<file path="config.mk">
export PLATFORM = sky130hd
export DESIGN_NAME = wws_div
export DESIGN_NICKNAME = d
export VERILOG_FILES = /design/src/rtl/wws_div.sv
export SDC_FILE = /design/constraint.sdc
export NUM_CORES = 1
export LEC_CHECK = 0
export BUFFER_PORTS_ARGS = -buffer_cell sky130_fd_sc_hd__buf_2
export CAP_MARGIN = 20
export CELL_PAD_IN_SITES_DETAIL_PLACEMENT = 1
export CELL_PAD_IN_SITES_GLOBAL_PLACEMENT = 1
export CORE_ASPECT_RATIO = 0.8
export CORE_MARGIN = 2
export CORE_UTILIZATION = 56
export CTS_BUF_LIST = sky130_fd_sc_hd__clkbuf_8 sky130_fd_sc_hd__clkbuf_16
export DETAILED_ROUTE_END_ITERATION = 10
export MAX_ROUTING_LAYER = met4
export PLACE_DENSITY_LB_ADDON = 0.1
export SYNTH_ARGS = -nofsm -noshare
export SYNTH_HDL_FRONTEND = slang
export SYNTH_SLANG_ARGS = --single-unit
</file>
<file path="constraint.sdc">
create_clock -name clk -period 7.8 [get_ports clk]
set_input_delay 1.17 -clock clk [delete_from_list [all_inputs] [get_ports clk]]
set_output_delay 1.17 -clock clk [all_outputs]
set_load 0.1 [all_outputs]
</file>
<file path="src/rtl/wws_div.sv">
// pipelined restoring divider, one quotient bit per stage
`timescale 1ns / 1ps
module wws_div #(
  parameter int PW = 16,
  parameter int LFB = 16
) (
  input  logic           clk,
  input  logic [LFB-1:0] adv,
  input  logic [PW:0]    rem_i,
  input  logic [PW:0]    len_i,
  input  logic           win_i,
  output logic [LFB-1:0] quo_o,
  output logic           win_o
);

  logic [PW:0]    rem_r [LFB];
  logic [PW:0]    len_r [LFB];
  logic [LFB-1:0] quo_r [LFB];
  logic           win_r [LFB];

  for (genvar i = 0; i < LFB; i++) begin : g_stg
    logic [PW:0]    rem_s;
    logic [PW:0]    len_s;
    logic [LFB-1:0] quo_s;
    logic           win_s;
    logic [PW+1:0]  dbl;
    logic           ge;
    logic [PW:0]    rem_nxt;
    logic [LFB-1:0] quo_nxt;

    if (i == 0) begin : g_first
      assign rem_s = rem_i;
      assign len_s = len_i;
      assign quo_s = '0;
      assign win_s = win_i;
    end else begin : g_next
      assign rem_s = rem_r[i-1];
      assign len_s = len_r[i-1];
      assign quo_s = quo_r[i-1];
      assign win_s = win_r[i-1];
    end

    always_comb begin
      dbl = {rem_s, 1'b0};
      ge = dbl >= {1'b0, len_s};
      rem_nxt = ge ? (PW+1)'(dbl - {1'b0, len_s}) : (PW+1)'(dbl);
      quo_nxt = {quo_s[LFB-2:0], ge};
    end

    always_ff @(posedge clk) begin
      if (adv[i]) begin
        rem_r[i] <= rem_nxt;
        len_r[i] <= len_s;
        quo_r[i] <= quo_nxt;
        win_r[i] <= win_s;
      end
    end
  end

  assign quo_o = quo_r[LFB-1];
  assign win_o = win_r[LFB-1];

endmodule

</file>
* Word-level counts from Yosys, hierarchy flattened *
Memories as Yosys holds them, arrays and structs flattened.
Index checks and enable logic that the tools add are counted.

operators by class
  add/sub/neg operators = 16
  $mul = 0
  divide/modulo/power cells = 0
  $lt $le $gt $ge = 16
  equality and inequality tests = 0
  shift-type cells = 0
  muxes and demuxes = 48
  bitwise logic cells = 0
  reduce and logical (&&, ||, !) cells = 0

operator list
  kind            count
  $ge 18x17->1    16
  $mux 17         16
  $sub 17x17->17  16
  $mux 1          32

storage, ports and cells
  flip-flop bits (word level) = 0
  latch bits = 0
  bits in writable memories = 816
  memory bits (read-only) = 0
  input bits = 52
  word-level logic and storage cells = 84
  memories kept = 4

memory list
  name   depth  bits a word  rd ports  clocked after Yosys merged registers in  wr ports  RTL line  text
  len_r  16     17           15        0                                        16        17        logic [PW:0] len_r [LFB];
  rem_r  16     17           15        0                                        16        16        logic [PW:0] rem_r [LFB];
  quo_r  16     16           16        0                                        16        18        logic [LFB-1:0] quo_r [LFB];
  win_r  16     1            16        0                                        16        19        logic win_r [LFB];

* Depth between registers and ports, before layout *
An unclocked memory read counts as a cell.

  depth in word-level cells = 3
  mapped depth = 12
  depth with buffers taken out = 10

* Worst setup path after synthesis *
OpenSTA, ideal clock, no wires.

  path type = input to register
  start point = input len_i[5]
  end point = memory rem_r[0][15] (netlist name) (data pin)
  library setup time = 260 ps
  arrival = 3,061 ps
  required time = 7,540 ps
  slack = 4,479 ps
  stages = 10
  path buffers = 0
  path through = inv_1 -> ha_1 -> or2_2 -> a21oi_1 -> a21oi_1 -> a221o_1 -> o221ai_1 -> nand3b_1 -> xor2_1 -> mux2_2

RTL lines
  what         RTL line  text
  from (decl)  10        input logic [PW:0] len_i,
  to (decl)    16

==> impl_metrics.csv <==
group,metric,value,unit
logic_synthesis,synthAdderAreaFrac,10.30,%
cts,clk_pin_slew,0.06,ns
finish,drive_gt1_share,11.54,%
logic_synthesis,synth_mux_area_share,4.624,%
cts,root_buffer,"clkbuf_16",
routing,ant_nets,0,
logic_synthesis,synth_cell_types,85,
routing,detail_route.wirelength,91020,um
routing,drt_first_pass_iters,5,
logic_synthesis,synthFlopType,"edfxtp_1",
logic_synthesis,synth_nets,3303,
logic_synthesis,netlist_area,0.03582,sq mm
finish,final_common_cell,"edfxtp_1",
routing,drtIter0Drc,1538,
power,leakagePower,0.01603,uW
timing,setup_viol,0,
cts,postCtsSetupRepairBufs,0,
worst_setup_path,cpMaxStageDelayCell,"o31ai_1",
worst_setup_path,start_kind,"flip-flop",
floorplan,die_h,230.2,um
timing,finalHoldViolCount,0,
worst_setup_path,cp_cell_sequence,"inv_1, fa_1, nor2b_1, o31a_1, nor3_2, o31ai_1, o2111ai_1, nand3_1, buf_8, mux2_2",
timing,rsz0062_at_grt,"false",
cts,cts_buffer_depth,3,
worst_setup_path,cp_slowest_stage_delay,0.62,ns
power,powerDensity,411.6,mW/mm^2
floorplan,coreArea,0.06300,sq mm
logic_synthesis,synth_async_sr_flop_share,0,%
logic_synthesis,synthCells,2965,
logic_synthesis,synth-xor-area-share,4.743,%
global_route,antenna_found_initial,1,
global_route,grt_pass1_wl,143700,um
timing,tightestPinTransition,1.056,ns
status,status,"finished, final reports clean",
routing,vias,23810,
floorplan,start_util,56.87,%
global_route,track_usage,28.63,%
routing,wl_per_cell,22.93,um
worst_setup_path,crit_family,"compound AO/OA/AOI/OAI gates",
finish,fillCellCount,6334,
worst_setup_path,worstSetupEndpointType,"flip-flop",
floorplan,rows,82,
placement,placed_cells,3835,
global_route,grt_start_max_net_pins,51,
power,power,16260,uW
logic_synthesis,synth_top_family_by_area,"compound AO/OA/AOI/OAI gates",
logic_synthesis,synth-simple-area-share,7.873,%
worst_setup_path,cp_num_buf_inv,2,
cts,clock_latency,0.62,ns
global_route,overflow,0,
logic_synthesis,ys_ff_latch,662,
global_route,grt_pass1_vias,25710,
logic_synthesis,synth-compound-area-share,12.99,%
flow_run,drv_cap,0,
cts,htreeDepth,3,
finish,area_delta_synth_final,10.28,%
timing,report.final.slew_viol_count,0,
logic_synthesis,synth-edff-count,662,
cts,postCtsHoldBufs,0,
floorplan,io_pins,69,
routing,via_per_inst,5.997,
finish,final_cell_mix,"edfxtp_1 (662), inv_1 (332), ha_1 (271), a21oi_1 (232), nand2_1 (172)",
floorplan,die-area,0.06602,sq mm
logic_synthesis,synth.top_cell.area_share,55.49,%
finish,final_nets,3411,
placement,portBuffers,68,
timing,fin_tns_setup,0,ns
timing,clock_skew,0.02426,ns
finish,layout.cells.non_filler,3970,
cts,cts_buffers,70,
timing,max_freq,268.1,MHz
worst_setup_path,cp.required,8.17,ns
cts,cts_tree,"built",
worst_setup_path,path_class,"reg -> reg",
floorplan,die_w,286.8,um
worst_setup_path,worstPathMaxFanout,17,
logic_synthesis,yosysTopAreaCell,"edfxtp_1",
worst_hold_path,worst_hold_path_type,"reg -> reg",
finish,utilization,62.71,%
logic_synthesis,yosysWarnings,0,
logic_synthesis,synth_area_leaders,"edfxtp_1 (55%), ha_1 (9.5%), mux2_2 (4.0%)",
logic_synthesis,avgSynthCellArea,12.08,sq um
cts,cts_resized,0,
logic_synthesis,ys_seq_area_share,55.49,%
worst_setup_path,arrival,4.10,ns
placement,hpwl,66010,um
timing,relSlewSlack,29.61,%
placement,gp_congestion,0.9111,
power,vdd_drop_max,0.0002361,V
cts,clock-sinks,662,
routing,route.detailed.drc,0,
timing,layout_min_cycle_time,3.731,ns
timing,fin_crit_sh,47.83,%
timing,hold_ws,0.4144,ns
worst register-to-register path, stage by stage, from the launching register on:
cell       delay (ns)
edfxtp_1         0.40
inv_1            0.11
fa_1             0.49
nor2b_1          0.19
o31a_1           0.24
nor3_2           0.09
o31ai_1          0.62
o2111ai_1        0.26
nand3_1          0.49
buf_8            0.24
mux2_2           0.36
per-layer routing:
metal  share of wire [%]  GRT usage, %  wire length [um]
met1                  43         35.98             39320
met2                  50         48.76             45830
met3                 3.7         3.413              3364
met4                 2.8         8.626              2504
met5                   0             -                 0
power breakdown:
| group | internal [uW] | switching (uW) |
|---|---|---|
| clock network | 1930 | 1440 |
| registers | 5200 | 562 |
| logic | 3070 | 4060 |
stage by stage:
| step | setup slack [ns] | instance area (sq um) |
|---|---|---|
| final | 4.069 | 39510 |
| after global routing | 3.883 | 39500 |
| after CTS | 3.862 | 39380 |
| after detailed placement | 3.937 | 37090 |
| after global placement | 4.014 | 37090 |
| after floorplan | 4.479 | 35820 |
worst paths after layout:
check / start / endpoint / slack [ns] / cells after the start
max: rem_r[1][51]$_SDFFCE_PN0P_ / rem_r[1][72]$_DFFE_PP_ / 4.07 / 10
min: win_r[1][1]$_DFFE_PP_ / win_r[1][2]$_DFFE_PP_ / 0.41 / 0
max reg2reg: rem_r[1][51]$_SDFFCE_PN0P_ / rem_r[1][72]$_DFFE_PP_ / 4.07 / 10
min reg2reg: win_r[1][1]$_DFFE_PP_ / win_r[1][2]$_DFFE_PP_ / 0.41 / 0
cell type report:
type	count	area, sq um	area share [%]
clock buffers	71	1777	4.497
clock inverters	57	515.5	1.305
repair buffers	85	548.0	1.387
inverters	318	1194	3.021
multi-input cells	1936	14540	36.80
flip-flops and latches	662	19880	50.32
diodes	1	2.502	0.006334
well taps	840	1051	2.660
registers in the layout (all words and copies together), names as in the netlist:
register and cells:
quo_r 136, len_r 255, win_r 16, rem_r 255
logic make-up after synthesis:
| group | Yosys count |
|---|---|
| buffers and inverters | 367 |
| adders and majority gates | 286 |
| DFF | 662 |
| AOI/OAI and AO/OA | 719 |
| and+or+nand+nor | 592 |
| xor gates and xnor gates | 194 |
| muxes | 145 |
Yosys cell counts (5+ instances only):
cell type,instances
nand4_1,27
and4_1,5
xnor2_1,110
o2111ai_1,6
o31a_1,13
and3_1,19
a31o_2,5
mux2_2,127
a21boi_0,6
or2_2,5
inv_1,317
a21oi_1,232
nand2b_1,41
buf_2,14
nor2_1,171
nand2_1,172
nor3_1,27
a31oi_1,32
ha_1,271
xor2_1,84
o31ai_1,14
nor2b_1,44
a2111oi_0,8
edfxtp_1,662
or3_1,9
a211o_1,7
o211ai_1,10
mux2i_1,8
a221oi_1,5
o21ai_0,157
and2_1,12
o21a_1,38
mux2_4,9
fa_1,15
a211oi_1,23
nand3_1,40
clkbuf_1,29
o21ai_1,11
o21bai_1,19
a21o_1,72
Note: power is estimated with default switching activity, not from simulation.
